--- src/rtl/core/bmp24_to_rgb565_pixel_stream_top_defines.svh ---
// ----------------------------------------------------------------------------
// BMP to RGB565 stream - assertion macros
// Concurrent check wrappers; they compile away in synthesis builds.
// ----------------------------------------------------------------------------
`ifndef BMP24_TO_RGB565_PIXEL_STREAM_TOP_DEFINES_SVH
`define BMP24_TO_RGB565_PIXEL_STREAM_TOP_DEFINES_SVH

`ifndef SYNTHESIS

// Condition must hold at every clock edge out of reset
`define B2R_ASSERT(label, ck, rn, cond) \
    label: assert property (@(posedge ck) disable iff (!rn) (cond)) \
        else $error("b2r check failed");

// Antecedent implies consequent in the same cycle
`define B2R_ASSERT_IMP(label, ck, rn, ante, cons) \
    label: assert property (@(posedge ck) disable iff (!rn) (ante) |-> (cons)) \
        else $error("b2r check failed");

`else

`define B2R_ASSERT(label, ck, rn, cond)
`define B2R_ASSERT_IMP(label, ck, rn, ante, cons)

`endif

`endif

--- src/rtl/core/b2r_pkg.sv ---
// ----------------------------------------------------------------------------
// BMP to RGB565 stream - shared package
// Field widths, configuration register indexes and BMP header constants.
// ----------------------------------------------------------------------------
package b2r_pkg;

    // Channel field widths
    localparam int BYTE_W      = 8;
    localparam int COORD_W     = 16;
    localparam int COLOR_W     = 16;
    localparam int CFG_INDEX_W = 8;
    localparam int CFG_DATA_W  = 16;
    localparam int POS_W       = 32;

    // Configuration register indexes
    localparam logic [CFG_INDEX_W-1:0] CFG_ORIGIN_X = 8'd0;
    localparam logic [CFG_INDEX_W-1:0] CFG_ORIGIN_Y = 8'd1;

    // Header layout: first byte past the fields we capture
    localparam logic [POS_W-1:0] HEADER_END = 32'd29;

    // Header byte positions (all below 32)
    localparam logic [4:0] HDR_OFFSET_B0 = 5'd10;
    localparam logic [4:0] HDR_OFFSET_B1 = 5'd11;
    localparam logic [4:0] HDR_OFFSET_B2 = 5'd12;
    localparam logic [4:0] HDR_OFFSET_B3 = 5'd13;
    localparam logic [4:0] HDR_WIDTH_B0  = 5'd18;
    localparam logic [4:0] HDR_WIDTH_B1  = 5'd19;
    localparam logic [4:0] HDR_HEIGHT_B0 = 5'd22;
    localparam logic [4:0] HDR_HEIGHT_B1 = 5'd23;
    localparam logic [4:0] HDR_DEPTH     = 5'd28;

    localparam logic [7:0] DEPTH_24 = 8'd24;

    // Position of the next data byte within a BGR triplet
    localparam logic [1:0] BIP_BLUE  = 2'd0;
    localparam logic [1:0] BIP_GREEN = 2'd1;
    localparam logic [1:0] BIP_RED   = 2'd2;

endpackage

--- src/rtl/core/b2r_in_if.sv ---
// ----------------------------------------------------------------------------
// BMP to RGB565 stream - byte input channel
// Valid/ready channel carrying one file byte and the start-of-file mark.
// ----------------------------------------------------------------------------
interface b2r_in_if
    import b2r_pkg::*;
();
    logic              valid;
    logic              ready;
    logic [BYTE_W-1:0] file_byte;
    logic              first_byte;

    modport source (output valid, output file_byte, output first_byte, input ready);
    modport sink   (input valid, input file_byte, input first_byte, output ready);
endinterface

--- src/rtl/core/b2r_out_if.sv ---
// ----------------------------------------------------------------------------
// BMP to RGB565 stream - pixel output channel
// Valid/ready channel carrying one placed RGB565 pixel.
// ----------------------------------------------------------------------------
interface b2r_out_if
    import b2r_pkg::*;
();
    logic               valid;
    logic               ready;
    logic [COORD_W-1:0] pixel_x;
    logic [COORD_W-1:0] pixel_y;
    logic [COLOR_W-1:0] pixel_color;
    logic               image_done;

    modport source (output valid, output pixel_x, output pixel_y, output pixel_color,
                    output image_done, input ready);
    modport sink   (input valid, input pixel_x, input pixel_y, input pixel_color,
                    input image_done, output ready);
endinterface

--- src/rtl/core/b2r_cfg_if.sv ---
// ----------------------------------------------------------------------------
// BMP to RGB565 stream - configuration write channel
// Valid/ready channel carrying a register index and write data.
// ----------------------------------------------------------------------------
interface b2r_cfg_if
    import b2r_pkg::*;
();
    logic                   valid;
    logic                   ready;
    logic [CFG_INDEX_W-1:0] index;
    logic [CFG_DATA_W-1:0]  data;

    modport source (output valid, output index, output data, input ready);
    modport sink   (input valid, input index, input data, output ready);
endinterface

--- src/rtl/core/bmp24_to_rgb565_pixel_stream_top.sv ---
// ----------------------------------------------------------------------------
// BMP to RGB565 stream - top level
// Parses a 24-bit BMP byte stream and emits placed RGB565 pixels.
// ----------------------------------------------------------------------------
//  Channel    Dir  Payload                                         Handshake
//  byte_in    in   file_byte[7:0], first_byte                      valid/ready
//  pixel_out  out  pixel_x[15:0], pixel_y[15:0], pixel_color[15:0],
//                  image_done                                      valid/ready
//  cfg        in   index[7:0], data[15:0]                          valid/ready
//
//  One byte per cycle while byte_in is ready; a pixel appears in the output
//  register in the cycle after the red byte of its triplet is taken.
//  The output register is the only stall point: byte_in is ready whenever it
//  is empty or being drained in the same cycle.
//  Reset clears the parser (as if byte zero comes next) and both origins.
//  cfg is always ready; writes take effect on the next cycle.
// ----------------------------------------------------------------------------
`include "bmp24_to_rgb565_pixel_stream_top_defines.svh"

module bmp24_to_rgb565_pixel_stream_top
    import b2r_pkg::*;
(
    input  logic       clk,
    input  logic       rst_n,
    b2r_in_if.sink     byte_in,
    b2r_out_if.source  pixel_out,
    b2r_cfg_if.sink    cfg
);

    // Configuration
    logic [COORD_W-1:0] origin_x_reg;
    logic [COORD_W-1:0] origin_y_reg;

    // Parser state
    logic [POS_W-1:0]   pos_reg,     pos_next;
    logic [POS_W-1:0]   pds_reg,     pds_next;
    logic [COORD_W-1:0] width_reg,   width_next;
    logic [COORD_W-1:0] height_reg,  height_next;
    logic [7:0]         bpp_reg,     bpp_next;
    logic [COORD_W-1:0] col_reg,     col_next;
    logic [COORD_W-1:0] row_reg,     row_next;
    logic [1:0]         bip_reg,     bip_next;
    logic [1:0]         pad_reg,     pad_next;
    logic [7:0]         blue_reg,    blue_next;
    logic [7:0]         green_reg,   green_next;
    logic               fmt_err_reg, fmt_err_next;

    // Effective state after an optional restart
    logic [POS_W-1:0]   cur_pos, cur_pds;
    logic [COORD_W-1:0] cur_width, cur_height, cur_col, cur_row;
    logic [7:0]         cur_bpp, cur_blue, cur_green;
    logic [1:0]         cur_bip, cur_pad;
    logic               cur_fmt_err;

    // Result register
    logic               out_valid_reg;
    logic [COORD_W-1:0] out_x_reg,     out_x_next;
    logic [COORD_W-1:0] out_y_reg,     out_y_next;
    logic [COLOR_W-1:0] out_color_reg, out_color_next;
    logic               out_done_reg,  out_done_next;

    logic               in_acc;
    logic               emit;
    logic               in_pixels;
    logic               last_col;
    logic               last_row;
    logic [POS_W-1:0]   new_pds;
    logic [BYTE_W-1:0]  b;

    assign b      = byte_in.file_byte;
    assign in_acc = byte_in.valid && byte_in.ready;

    // Input ready while the result register is empty or draining
    assign byte_in.ready = !out_valid_reg || pixel_out.ready;
    assign cfg.ready     = 1'b1;

    // Start mark clears the parse state before the byte is used
    always_comb
    begin
        cur_pos     = byte_in.first_byte ? '0 : pos_reg;
        cur_pds     = byte_in.first_byte ? '0 : pds_reg;
        cur_width   = byte_in.first_byte ? '0 : width_reg;
        cur_height  = byte_in.first_byte ? '0 : height_reg;
        cur_bpp     = byte_in.first_byte ? '0 : bpp_reg;
        cur_col     = byte_in.first_byte ? '0 : col_reg;
        cur_row     = byte_in.first_byte ? '0 : row_reg;
        cur_bip     = byte_in.first_byte ? BIP_BLUE : bip_reg;
        cur_pad     = byte_in.first_byte ? '0 : pad_reg;
        cur_blue    = byte_in.first_byte ? '0 : blue_reg;
        cur_green   = byte_in.first_byte ? '0 : green_reg;
        cur_fmt_err = byte_in.first_byte ? 1'b0 : fmt_err_reg;
    end

    assign last_col = (cur_col == cur_width - 16'd1);
    assign last_row = (cur_row == cur_height - 16'd1);
    assign new_pds  = {b, cur_pds[23:0]};

    assign in_pixels = !cur_fmt_err && (cur_pos >= HEADER_END) && (cur_pos >= cur_pds)
                       && (cur_bpp == DEPTH_24) && (cur_width != '0)
                       && (cur_row < cur_height);

    // Header capture, padding skip and triplet packing
    always_comb
    begin
        pos_next       = cur_pos;
        pds_next       = cur_pds;
        width_next     = cur_width;
        height_next    = cur_height;
        bpp_next       = cur_bpp;
        col_next       = cur_col;
        row_next       = cur_row;
        bip_next       = cur_bip;
        pad_next       = cur_pad;
        blue_next      = cur_blue;
        green_next     = cur_green;
        fmt_err_next   = cur_fmt_err;
        emit           = 1'b0;
        out_x_next     = origin_x_reg + cur_col;
        out_y_next     = origin_y_reg + (cur_height - 16'd1 - cur_row);
        out_color_next = {b[7:3], cur_green[7:2], cur_blue[7:3]};
        out_done_next  = last_col && last_row;

        // A byte at the saturated position is dropped
        if (!(&cur_pos))
        begin
            pos_next = cur_pos + 32'd1;

            if (cur_pos < HEADER_END)
            begin
                unique case (cur_pos[4:0])
                    HDR_OFFSET_B0: pds_next = {cur_pds[31:8], b};
                    HDR_OFFSET_B1: pds_next = {cur_pds[31:16], b, cur_pds[7:0]};
                    HDR_OFFSET_B2: pds_next = {cur_pds[31:24], b, cur_pds[15:0]};
                    HDR_OFFSET_B3:
                    begin
                        pds_next     = new_pds;
                        fmt_err_next = (new_pds < HEADER_END);
                    end
                    HDR_WIDTH_B0:  width_next  = {cur_width[15:8], b};
                    HDR_WIDTH_B1:  width_next  = {b, cur_width[7:0]};
                    HDR_HEIGHT_B0: height_next = {cur_height[15:8], b};
                    HDR_HEIGHT_B1: height_next = {b, cur_height[7:0]};
                    HDR_DEPTH:     bpp_next    = b;
                    default:       ;
                endcase
            end
            else if (in_pixels)
            begin
                if (cur_pad != 2'd0)
                begin
                    pad_next = cur_pad - 2'd1;
                end
                else
                begin
                    case (cur_bip)
                        BIP_BLUE:
                        begin
                            blue_next = b;
                            bip_next  = BIP_GREEN;
                        end
                        BIP_GREEN:
                        begin
                            green_next = b;
                            bip_next   = BIP_RED;
                        end
                        default:
                        begin
                            emit     = 1'b1;
                            bip_next = BIP_BLUE;
                            if (last_col)
                            begin
                                col_next = '0;
                                row_next = cur_row + 16'd1;
                                pad_next = cur_width[1:0];
                            end
                            else
                            begin
                                col_next = cur_col + 16'd1;
                            end
                        end
                    endcase
                end
            end
        end
    end

    // Configuration registers
    always_ff @(posedge clk or negedge rst_n)
    begin
        if (!rst_n)
        begin
            origin_x_reg <= '0;
            origin_y_reg <= '0;
        end
        else if (cfg.valid)
        begin
            if (cfg.index == CFG_ORIGIN_X)
            begin
                origin_x_reg <= cfg.data;
            end
            if (cfg.index == CFG_ORIGIN_Y)
            begin
                origin_y_reg <= cfg.data;
            end
        end
    end

    // Parser state update on each accepted byte
    always_ff @(posedge clk or negedge rst_n)
    begin
        if (!rst_n)
        begin
            pos_reg     <= '0;
            pds_reg     <= '0;
            width_reg   <= '0;
            height_reg  <= '0;
            bpp_reg     <= '0;
            col_reg     <= '0;
            row_reg     <= '0;
            bip_reg     <= BIP_BLUE;
            pad_reg     <= '0;
            blue_reg    <= '0;
            green_reg   <= '0;
            fmt_err_reg <= 1'b0;
        end
        else if (in_acc)
        begin
            pos_reg     <= pos_next;
            pds_reg     <= pds_next;
            width_reg   <= width_next;
            height_reg  <= height_next;
            bpp_reg     <= bpp_next;
            col_reg     <= col_next;
            row_reg     <= row_next;
            bip_reg     <= bip_next;
            pad_reg     <= pad_next;
            blue_reg    <= blue_next;
            green_reg   <= green_next;
            fmt_err_reg <= fmt_err_next;
        end
    end

    // Result valid
    always_ff @(posedge clk or negedge rst_n)
    begin
        if (!rst_n)
        begin
            out_valid_reg <= 1'b0;
        end
        else if (in_acc && emit)
        begin
            out_valid_reg <= 1'b1;
        end
        else if (pixel_out.ready)
        begin
            out_valid_reg <= 1'b0;
        end
    end

    // Result payload
    always_ff @(posedge clk)
    begin
        if (in_acc && emit)
        begin
            out_x_reg     <= out_x_next;
            out_y_reg     <= out_y_next;
            out_color_reg <= out_color_next;
            out_done_reg  <= out_done_next;
        end
    end

    assign pixel_out.valid       = out_valid_reg;
    assign pixel_out.pixel_x     = out_x_reg;
    assign pixel_out.pixel_y     = out_y_reg;
    assign pixel_out.pixel_color = out_color_reg;
    assign pixel_out.image_done  = out_done_reg;

    // Checks
    `B2R_ASSERT(a_bip_legal, clk, rst_n, bip_reg != 2'd3)
    `B2R_ASSERT_IMP(a_rise_needs_accept, clk, rst_n, $rose(out_valid_reg), $past(in_acc))
    `B2R_ASSERT_IMP(a_no_pixel_on_error, clk, rst_n,
        in_acc && !byte_in.first_byte && fmt_err_reg, !emit)
    `B2R_ASSERT_IMP(a_done_ends_rows, clk, rst_n,
        out_valid_reg && out_done_reg, row_reg == height_reg && col_reg == '0)

endmodule
--- src/flat_wrapper.sv ---
// flat-port wrapper written by rule: the top's interface ports become plain ports
module bmp24_to_rgb565_pixel_stream_top_flat import b2r_pkg::*;
  (clk, rst_n, byte_in_valid, byte_in_file_byte, byte_in_first_byte, byte_in_ready, pixel_out_valid, pixel_out_pixel_x, pixel_out_pixel_y, pixel_out_pixel_color, pixel_out_image_done, pixel_out_ready, cfg_valid, cfg_index, cfg_data, cfg_ready);
  b2r_in_if byte_in_i ();
  b2r_out_if pixel_out_i ();
  b2r_cfg_if cfg_i ();
  input  logic clk;
  input  logic rst_n;
  input wire logic [$bits(byte_in_i.valid)-1:0] byte_in_valid;
  input wire logic [$bits(byte_in_i.file_byte)-1:0] byte_in_file_byte;
  input wire logic [$bits(byte_in_i.first_byte)-1:0] byte_in_first_byte;
  output wire logic [$bits(byte_in_i.ready)-1:0] byte_in_ready;
  output wire logic [$bits(pixel_out_i.valid)-1:0] pixel_out_valid;
  output wire logic [$bits(pixel_out_i.pixel_x)-1:0] pixel_out_pixel_x;
  output wire logic [$bits(pixel_out_i.pixel_y)-1:0] pixel_out_pixel_y;
  output wire logic [$bits(pixel_out_i.pixel_color)-1:0] pixel_out_pixel_color;
  output wire logic [$bits(pixel_out_i.image_done)-1:0] pixel_out_image_done;
  input wire logic [$bits(pixel_out_i.ready)-1:0] pixel_out_ready;
  input wire logic [$bits(cfg_i.valid)-1:0] cfg_valid;
  input wire logic [$bits(cfg_i.index)-1:0] cfg_index;
  input wire logic [$bits(cfg_i.data)-1:0] cfg_data;
  output wire logic [$bits(cfg_i.ready)-1:0] cfg_ready;
  assign byte_in_i.valid = byte_in_valid;
  assign byte_in_i.file_byte = byte_in_file_byte;
  assign byte_in_i.first_byte = byte_in_first_byte;
  assign byte_in_ready = byte_in_i.ready;
  assign pixel_out_valid = pixel_out_i.valid;
  assign pixel_out_pixel_x = pixel_out_i.pixel_x;
  assign pixel_out_pixel_y = pixel_out_i.pixel_y;
  assign pixel_out_pixel_color = pixel_out_i.pixel_color;
  assign pixel_out_image_done = pixel_out_i.image_done;
  assign pixel_out_i.ready = pixel_out_ready;
  assign cfg_i.valid = cfg_valid;
  assign cfg_i.index = cfg_index;
  assign cfg_i.data = cfg_data;
  assign cfg_ready = cfg_i.ready;
  bmp24_to_rgb565_pixel_stream_top u_core (.clk(clk), .rst_n(rst_n), .byte_in(byte_in_i), .pixel_out(pixel_out_i), .cfg(cfg_i));
endmodule
--- config.mk ---
export PLATFORM = sky130hd
export DESIGN_NAME = bmp24_to_rgb565_pixel_stream_top_flat
export DESIGN_NICKNAME = d
export VERILOG_FILES = /design/src/rtl/core/b2r_pkg.sv /design/src/rtl/core/b2r_in_if.sv /design/src/rtl/core/b2r_out_if.sv /design/src/rtl/core/b2r_cfg_if.sv /design/src/rtl/core/bmp24_to_rgb565_pixel_stream_top.sv /design/src/flat_wrapper.sv
export VERILOG_INCLUDE_DIRS = /design/src /design/src/rtl/core
export SDC_FILE = /design/constraint.sdc
export NUM_CORES = 1
export LEC_CHECK = 0
export BUFFER_PORTS_ARGS = -buffer_cell sky130_fd_sc_hd__buf_4
export CAP_MARGIN = 20
export CORE_MARGIN = 10
export CORE_UTILIZATION = 50
export CTS_CLUSTER_SIZE = 20
export DETAILED_ROUTE_END_ITERATION = 8
export PLACE_DENSITY = 0.69
export SYNTH_ARGS = -nofsm -noshare
export SYNTH_HDL_FRONTEND = slang
export SYNTH_SLANG_ARGS = --single-unit
--- constraint.sdc ---
create_clock -name clk -period 6.6 [get_ports clk]
set_clock_uncertainty 0.15 [all_clocks]
set_input_delay 0.33 -clock clk [delete_from_list [all_inputs] [get_ports clk]]
set_output_delay 0.33 -clock clk [all_outputs]
set_load 0.03 [all_outputs]
**Word level (Yosys, flattened, before mapping)**

Cells that the tools add are included.

- Add/subtract/negate cells: 9
- $lt $le $gt $ge: 5
- Eq/ne operators: 14
- Multiplexer cells: 68
- Reductions and logical operators: 20

Operators by type and width:

| kind | count |
|---|---|
| 16-bit 2-to-1 mux | 20 |
| 32-bit 2-to-1 mux | 5 |
| 8-bit 2-to-1 mux | 16 |
| 32-bit case mux with 4 select lines | 1 |
| 32-bit by 5-bit < comparator with 1-bit output (second input constant) | 2 |
| 16-bit case mux with 2 select lines | 2 |
| 16-bit by 1-bit adder with 16-bit output (second input constant) | 2 |
| 16-bit adder | 2 |
| 32-bit by 1-bit adder with 32-bit output (second input constant) | 1 |
| 16-bit equality test | 2 |
| 32-bit >= comparator | 1 |
| 32-bit by 5-bit >= comparator with 1-bit output (second input constant) | 1 |
| 32-bit AND reduction | 1 |
| 16-bit by 1-bit subtractor with 16-bit output (second input constant) | 2 |
| 5-bit equality test (second input constant) | 5 |
| 2-bit 2-to-1 mux | 12 |
| 5-bit by 4-bit equality test with 1-bit output (second input constant) | 4 |
| 16-bit < comparator | 1 |
| 16-bit nonzero test | 1 |
| 16-bit subtractor | 1 |
| 1-bit 2-to-1 mux | 11 |
| 8-bit by 1-bit equality test with 1-bit output (second input constant) | 1 |
| 8-bit by 5-bit equality test with 1-bit output (second input constant) | 1 |
| 1-bit logical AND | 8 |
| other kinds (10) | 13 |

- Register bits after elaboration: 239
- Input bits: 38
- Output and inout port bits: 52
- Logic and storage cells: 135

**Logic depth before layout (Yosys ltp)**

Gate-level depths: netlist of run 1.

- Depth after elaboration: 12
- Gate-level depth with buffers: 23
- Mapped depth without buffers: 17

**Least setup slack after synthesis of run 1**

No wires, ideal clock.

- Kind: input port to flip-flop
- From: input byte_in_first_byte
- To: register u_core.row_reg[2]
- Setup time: 0.131 ns
- Arrival: 7.553 ns
- Data required time: 6.319 ns
- Setup slack: -1.234 ns
- Cell stages on the path: 17
- Buffers on the path: 6
- Cells stage by stage: buf_2 > buf_2 > buf_1 > clkbuf_1 > clkbuf_1 > clkbuf_1 > nor2b_1 > ha_1 > nand2_1 > or3_1 > a2111oi_2 > a21boi_1 > nor3_1 > or3_1 > nor3_1 > nand3_1 > xor2_1

- Cells in the longest elaborated chain, start to end: 10
- Elaborated cells between the ends (all ways): 36
- Classes of those cells: 2 x add/sub; 4 x order compare; 3 x eq/ne; 16 x mux; 11 x reduce/logical

Ends and longest elaborated chain:

| what | line | source |
|---|---|---|
| from (decl) | flat_wrapper.sv:11 | `input wire logic [$bits(byte_in_i.first_byte)-1:0] byte_in_first_byte;` |
| branches (longest 9 deep; another with 16-bit by 1-bit subtractor with 16-bit output) | - |  |
| 16-bit 2-to-1 mux (*) | bmp24_to_rgb565_pixel_stream_top.sv:124 | `if (!(&cur_pos))` |
| to (signal assigned) | bmp24_to_rgb565_pixel_stream_top.sv:234 | `row_reg <= row_next;` |
| to (decl) | bmp24_to_rgb565_pixel_stream_top.sv:41 | `logic [COORD_W-1:0] row_reg, row_next;` |

Every way passes the cells marked *.
A chain may end at the register's enable or synchronous reset.

**Worst setup path in the final report of run 1**

- From: register u_core.height_reg[0]
- To: register u_core.out_y_reg[15], in the netlist u_core.pixel_out.pixel_y[15] (data pin)

- Cells in the longest elaborated chain, start to end: 4

Ends and longest elaborated chain:

| what | line | source |
|---|---|---|
| from (decl) | bmp24_to_rgb565_pixel_stream_top.sv:38 | `logic [COORD_W-1:0] height_reg, height_next;` |
| from (signal assigned) | bmp24_to_rgb565_pixel_stream_top.sv:231 | `height_reg <= height_next;` |
| 16-bit 2-to-1 mux | bmp24_to_rgb565_pixel_stream_top.sv:83 | `cur_height = byte_in.first_byte ? '0 : height_reg;` |
| 16-bit by 1-bit subtractor with 16-bit output | bmp24_to_rgb565_pixel_stream_top.sv:119 | `out_y_next = origin_y_reg + (cur_height - 16'd1 - cur_row);` |
| 16-bit subtractor | bmp24_to_rgb565_pixel_stream_top.sv:119 |  |
| 16-bit adder | bmp24_to_rgb565_pixel_stream_top.sv:119 |  |
| via u_core.out_y_next[15] | bmp24_to_rgb565_pixel_stream_top.sv:58 | `logic [COORD_W-1:0] out_y_reg, out_y_next;` |
| to (signal assigned) | bmp24_to_rgb565_pixel_stream_top.sv:266 | `out_y_reg <= out_y_next;` |
| to (decl) | bmp24_to_rgb565_pixel_stream_top.sv:58 |  |

The timed path passes the listed nets, and every way through them passes these cells.

==> summary.txt, run 1 <==
Cell Area, Synth: 0.0145 mm²
Final Slew Violations: 0
Core ar.: 0.0287 mm²
Drt drc: 0
Worst slew pin tran: 1.02 ns
ANT cells: 0
Setup TNS: 0 ns
Via count: 11789
Grt total ovfl: 0
Row count: 62
Leak: 7.45 nW
Reg2reg end: u_core.pixel_out.pixel_y[15]$_DFFE_PP_
Worst reg2reg startpoint: u_core.height_reg[0]$_DFFE_PN0P_
Worst hold start: byte_in_file_byte[0]
CP max stage delay: 0.48 ns
Worst path required time: 6.74 ns
Post-CTS setup buffer count: 0
Wirelength per Cell: 19.7 µm
Global-route wire length before repair: 64000 µm
Remaining antenna violation count: 0
Drt pass-1 iters: 5
CTS tree: done
Commonest cells after routing, fill and taps aside: nand2_1 (202), dfrtp_1 (185), ha_1 (101)
DP HPWL: 27600 µm
Commonest register cell after synthesis: dfrtp_1
Vias in the first global route: 11835
Fin crit share: 65.6%
Initial drt markers: 791
Synth Warn #: 0
Largest net degree at the start of global routing: 104
Total Routing Usage GR: 21.6%
Hold Path Class: input pin to register
Most common cell after layout, fill and taps aside: nand2_1
Clk sink count: 234
Die height: 190 µm
Status: finished clean
Syn_nets: 1642
Critical Setup Path Class: register to register
Starting Density: 50.6%
Synth cell types: 78
CTS Buf Count: 28
CTS root buffer: clkbuf_16
R2R setup slack: 2.27 ns
Gpl congestion: 0.918
Die area: 0.0363 mm²
Clock transition at path regs: 0.06 ns
Worst path cell trace: nand2_1, ha_1, nand3_1, nor3_1, nand3_1, nor3b_1, xnor2_1, fa_1, ha_1, or3_1, a211o_1, o211ai_1, o2111ai_1, a21oi_1, xnor2_1
Number of top-level pins: 90
CP startpoint kind: register
Worst VDD drop: 174 µV
Vias per inst: 5.93
Max Cap Viol: 0
Yosys reg bits: 234
Initial antenna violation count: 0
Fill cells: 2449
Syn avg cell area: 9.77 µm²
H-Tree Depth: 1
Worst hold endpoint: u_core.bpp_reg[0]$_DFFE_PN0P_
Post-synth EDFFs: 49
CTS max path bufs: 3
Max-Slew Margin vs Limit: 31.9%
RSZ-0062 raised after global routing: false
Synthesis-to-layout area growth: 15.4%
Port bufs: 88
Nets: 1736
Max stage delay cell, worst path: fa_1
Layout cell share with drive strength beyond 1: 13.2%
WHS Path Cells: 2
Fmax: 0.231 GHz
Hold Fails Final Rpt: 0
Worst Path Arrival: 4.47 ns
Die width: 190 µm
Final setup fails: 0
Cells after Synth: 1487
R2R depth: 15
Sequential fraction of the synthesis area: 42.0%
Clock Latency Late Sink: 0.55 ns
CP max FO: 5
Hold Slack: 0.0310 ns
Critical Path Sink Type: register
FFs w/ async S/R, synth: 79.1%
DRT Wirelength: 39200 µm
Power per cell area: 205 mW/mm²
Fin crit period: 4.33 ns
-- report_power, final --
group,total [mW],switching [mW],internal (mW),leakage (nW)
Combinational,0.304,0.184,0.120,3.97
Clock,1.61,0.628,0.981,0.493
Sequential,1.53,0.0255,1.50,2.98
-- layout make-up --
| class | instances | area (µm²) | area share, % |
|---|---|---|---|
| flip-flops and latches | 234 | 6100 | 36.4 |
| repair buffers | 124 | 1010 | 6.02 |
| well taps | 384 | 480 | 2.87 |
| multi-input cells | 1134 | 7970 | 47.5 |
| clock buffers | 36 | 846 | 5.05 |
| inverters | 59 | 221 | 1.32 |
| clock inverters | 16 | 140 | 0.836 |
-- cell usage after synthesis, types with 7 or more instances --
cell type	count	area [µm²]
a211o_1	8	70.1
a21o_1	8	60.1
a21oi_1	53	265
a22o_1	71	622
a31oi_1	15	93.8
and2_1	8	50.1
and3_1	26	163
and4b_1	7	70.1
buf_1	9	33.8
buf_2	7	35.0
clkbuf_1	40	150
dfrtp_1	185	4630
edfxtp_1	49	1470
fa_1	16	320
ha_1	101	1260
inv_1	59	221
mux2_2	31	349
mux2i_1	11	110
nand2_1	202	758
nand2b_1	8	50.1
nand3_1	53	265
nand4_1	28	175
nor2_1	80	300
nor2b_1	68	425
nor3_1	42	210
nor4_1	15	93.8
o211ai_1	9	67.6
o21a_1	8	60.1
o21ai_0	51	255
o21ai_1	9	45.0
or3_1	9	56.3
xnor2_1	58	508
xor2_1	36	315
-- cell families (layout without fill, tap and decap cells) --
| group | count (synthesis) | in the layout | share of synthesized area [%] |
|---|---|---|---|
| multiplexers | 42 | 42 | 3.16 |
| adder cells (fa/ha/maj) | 117 | 117 | 10.9 |
| flip-flops | 234 | 234 | 42.0 |
| buffers and inverters | 119 | 235 | 3.22 |
| XOR/XNOR | 94 | 94 | 5.67 |
| other | 1 | 1 | 0.0258 |
| AO/OA/AOI/OAI | 284 | 284 | 13.8 |
| AND/OR/NAND/NOR | 596 | 596 | 21.2 |
-- layer usage --
metal	GRT usage, %	part of all wire (%)	wire [µm]	vias to the layer above
met5	0	0	0	-
met4	6.33	3.0	1180	0
met3	3.15	5.6	2210	73
met2	35.7	47	18500	404
met1	28.8	44	17300	5778
li1	-	-	-	5534
-- stage by stage --
| stage | util [%] | cells | area (µm²) | setup slack (ns) | power [mW] |
|---|---|---|---|---|---|
| floorplan | - | 1487 | 14500 | 0.328 | 1.74 |
| global placement | 54.0 | 1909 | 15500 | 1.92 | 1.84 |
| detailed placement | 54.0 | 1910 | 15500 | 1.83 | 1.84 |
| CTS | 58.3 | 1985 | 16700 | 2.32 | 3.47 |
| global route | 58.4 | 1987 | 16800 | 1.97 | 3.56 |
| finish | 58.4 | 1987 | 16800 | 2.27 | 3.44 |
-- critical path, delay by kind of cell, from the launching register on --
family | cells | cell delay [ns]
AND/OR/NAND/NOR | 6 | 1.51
adder cells (fa/ha/maj) | 3 | 0.93
AO/OA/AOI/OAI | 4 | 0.77
flip-flops | 1 | 0.42
XOR/XNOR | 2 | 0.30
-- worst max path at each step --
stage,slack [ns],end,start
finish,2.27,u_core.pixel_out.pixel_y[15]$_DFFE_PP_,u_core.height_reg[0]$_DFFE_PN0P_
global placement,1.92,u_core.row_reg[2]$_DFFE_PN0P_,byte_in_first_byte
global route,1.97,u_core.pixel_out.pixel_y[14]$_DFFE_PP_,u_core.height_reg[0]$_DFFE_PN0P_
CTS,2.32,u_core.pixel_out.pixel_y[15]$_DFFE_PP_,u_core.height_reg[0]$_DFFE_PN0P_
detailed placement,1.83,u_core.pixel_out.pixel_y[15]$_DFFE_PP_,byte_in_first_byte
floorplan,0.33,u_core.row_reg[2]$_DFFE_PN0P_,byte_in_first_byte
-- repair_timing --
item	4_1_cts	5_1_grt
gates resized for setup	0	0
hold buffers	23	0
hold endpoints to repair	142	0
(Power assumes the default switching activity.)
==> inputs of run 2 (changes only) <==
- ABC_AREA: default -> 1
- clock period: 6.6 -> 3.73 ns (I/O delays scaled with it)
==> summary.txt, run 2 <==
CTS tree: done
Grt total ovfl: 0 (unchanged)
Most common cell after layout, fill and taps aside: nand2_1
Row count: 66 (+6.5%)
Number of top-level pins: 90 (unchanged)
DP HPWL: 38800 µm (+40%)
Fill cells: 2956 (+21%)
Gpl congestion: 0.986 (+7.5%)
CP max stage delay: 0.50 ns (+0.02 ns)
DRT Wirelength: 51700 µm (+32%)
Largest family of logic cells by synthesized area: simple AND/OR/NAND/NOR gates
ANT cells: 0 (unchanged)
Commonest register cell after synthesis: dfrtp_1
Clk sink count: 234 (unchanged)
Worst reg2reg startpoint: u_core.height_reg[1]$_DFFE_PN0P_
Post-synth EDFFs: 49 (unchanged)
Clock Latency Late Sink: 0.58 ns (+0.03 ns)
Total Routing Usage GR: 24.7% (+3.1 points)
Worst slew pin tran: 1.00 ns (-0.0168 ns)
Syn avg cell area: 7.40 µm² (-24%)
Drt drc: 0 (unchanged)
Via count: 15950 (+35%)
Yosys top cell by area: dfrtp_1
Fin crit period: 3.65 ns (-0.682 ns)
Post-synth top area share: 27.7% (-4.2 points)
Worst path required time: 3.89 ns (-2.85 ns)
Vias in the first global route: 15573 (+32%)
Remaining antenna violation count: 0 (unchanged)
H-Tree Depth: 1 (unchanged)
Global-route wire length before repair: 82800 µm (+29%)
Fmax: 0.274 GHz (+19%)
Largest net degree at the start of global routing: 98 (-5.8%)
Layout cell share with drive strength beyond 1: 14.4% (+1.2 points)
Final Util: 61.2% (+2.8 points)
Commonest cells after routing, fill and taps aside: nand2_1 (514), inv_1 (348), nor2_1 (223)
Wirelength per Cell: 17.7 µm (-10%)
Starting Density: 51.0% (+0.37 points)
Cells after Synth: 2258 (+52%)
RSZ-0062 raised after global routing: true
Synthesis-to-layout area growth: 20.0%
Hold Path Class: input pin to register
Die width: 203 µm (+6.5%)
Worst setup path startpoint: u_core.height_reg[1]$_DFFE_PN0P_
Worst VDD drop: 308 µV (+77%)
CP startpoint kind: register
Die area: 0.0411 mm² (+13%)
Worst Path Arrival: 3.80 ns (-0.67 ns)
XOR/XNOR Fraction of Synth Area: 5.08% (-0.59 points)
Status: finished clean
End of the critical path: u_core.pixel_out.pixel_y[13]$_DFFE_PP_
CTS root buffer: clkbuf_16
Initial drt markers: 1339 (+69%)
Synth Warn #: 0 (unchanged)
Critical Setup Path Class: register to register
Crit path top cell by count: nand2_2
R2R depth: 18 (+3)
CTS max path bufs: 3 (unchanged)
Max-Slew Margin vs Limit: 32.5% (+0.56 points)
Top post-synthesis cells by area: dfrtp_1 (28%), nand2_1 (12%), edfxtp_1 (8.8%), inv_1 (7.9%), ha_1 (7.6%)
Syn_nets: 2413 (+47%)
Drt pass-1 iters: 6 (+1)
Final setup fails: 0 (unchanged)
Leak: 9.88 nW (+33%)
Most common cell in the synthesized netlist: nand2_1
Port bufs: 88 (unchanged)
Multiplexer share of the synthesized area: 0% (-3.2 points)
Sequential fraction of the synthesis area: 36.5% (-5.5 points)
Cell Area, Synth: 0.0167 mm² (+15%)
Synth Area in Compound Gates: 11.4% (-2.4 points)
Die height: 203 µm (+6.5%)
CTS Buf Count: 28 (unchanged)
Fin crit share: 97.8% (+32 points)
Synth Area in Adders: 9.48% (-1.4 points)
Yosys reg bits: 234 (unchanged)
Critical Path Sink Type: register
Synth top cells by count: nand2_1 (525), inv_1 (351), nor2_1 (235), dfrtp_1 (185), nand3_1 (134)
R2R setup slack: 0.08 ns (-2.19 ns)
Synth cell types: 55 (-29%)
Vias per inst: 5.45 (-8.2%)
Hold Fails Final Rpt: 0 (unchanged)
FFs w/ async S/R, synth: 79.1% (unchanged)
Clock transition at path regs: 0.06 ns (about the same)
Worst path cell trace: nand2_2, ha_4, nand3_4, nor3_4, xor2_2, fa_1, ha_4, a21oi_2, o21a_1, nand2_2, a21oi_2, o21bai_2, nand3_1, nand2_1, nand2_1, nand2_2, buf_4, xor2_1
Reg2reg end: u_core.pixel_out.pixel_y[13]$_DFFE_PP_
Core ar.: 0.0328 mm² (+14%)
Power per cell area: 356 mW/mm² (+74%)
Total chip power: 7.15 mW (+110%)
Synth Area in Simple Gates: 27.4% (+6.1 points)
CP max FO: 4 (-1)
Max Cap Viol: 0 (unchanged)
Initial antenna violation count: 0 (unchanged)
Nets: 2619 (+51%)
Final Slew Violations: 0 (unchanged)
Max stage delay cell, worst path: fa_1
[run 2: worst min path at each step]
| stage | start | endpoint | slack [ns] | depth (start not counted) |
|---|---|---|---|---|
| after floorplan | rst_n | u_core.bip_reg[0]$_DFFE_PN0P_ | -0.26 | 0 |
| after global placement | rst_n | u_core.green_reg[7]$_DFFE_PN0P_ | 0.20 | 1 |
| after detailed placement | rst_n | u_core.pds_reg[19]$_DFFE_PN0P_ | 0.20 | 1 |
| after CTS | byte_in_first_byte | u_core.height_reg[1]$_DFFE_PN0P_ | 0.04 | 6 |
| after global routing | byte_in_first_byte | u_core.height_reg[1]$_DFFE_PN0P_ | 0.10 | 6 |
| final | byte_in_first_byte | u_core.height_reg[1]$_DFFE_PN0P_ | 0.05 | 6 |
[run 2: critical path: cells and delay by family, from the launching register on]
family          cells  cell delay (ns)
buf+inv             1             0.14
flops               1             0.38
compound gates      4             0.52
fa+ha+maj           3             0.93
xor+xnor            2             0.37
simple gates        8             0.89
[run 2: layout make-up]
class	instances	area, µm²	area share [%]
Tap cell	442	553	2.76
Clock buffer	40	797	3.97
Inverter	363	1360	6.80
Clock inverter	12	145	0.724
Sequential cell	234	6100	30.4
Multi-Input combinational cell	1595	9170	45.7
Timing Repair Buffer	242	1930	9.62
[run 2: metrics by stage]
step	instances	setup WS (ns)	area (µm²)	hold slack (ns)	TNS [ns]
3_5_place_dp	2846	-0.0557	18700	0.200	-0.0562
3_3_place_gp	2846	0.0962	18700	0.196	0
2_1_floorplan	2258	0.000967	16900	-0.259	0
6_report	2928	0.0827	20100	0.0540	0
4_1_cts	2925	0.0112	19900	0.0382	0
5_1_grt	2928	-0.129	20100	0.103	-0.235
[run 2: what timing repair did]
action                     CTS  global route
setup endpoints to repair    2             3
hold buffers                27             0
pin swaps                    0            14
setup buffers                0             3
hold endpoints to repair   183             0
gates resized for setup      4            25
[run 2: logic make-up after synthesis]
| logic type | count (synthesis) |
|---|---|
| AO/OA/AOI/OAI | 331 |
| XOR/XNOR | 96 |
| adder cells (fa/ha/maj) | 117 |
| buffers and inverters | 429 |
| flip-flops | 234 |
| other | 1 |
| AND/OR/NAND/NOR | 1050 |
[run 2: power by group]
part / internal, mW / leakage (nW) / total, mW / switching (mW)
Sequential: 2.74 / 2.89 / 2.81 / 0.0721
Combinational: 0.582 / 6.53 / 1.53 / 0.953
Clock: 1.69 / 0.458 / 2.80 / 1.11
[run 2: layer usage]
layer  vias up  global-route usage (%)  routed length (µm)
li1       7746                       -                   -
met4         0                    8.05                1790
met3       110                    3.39                3340
met5         -                       0                   0
met1      7521                    31.6               21800
met2       573                    42.1               24700
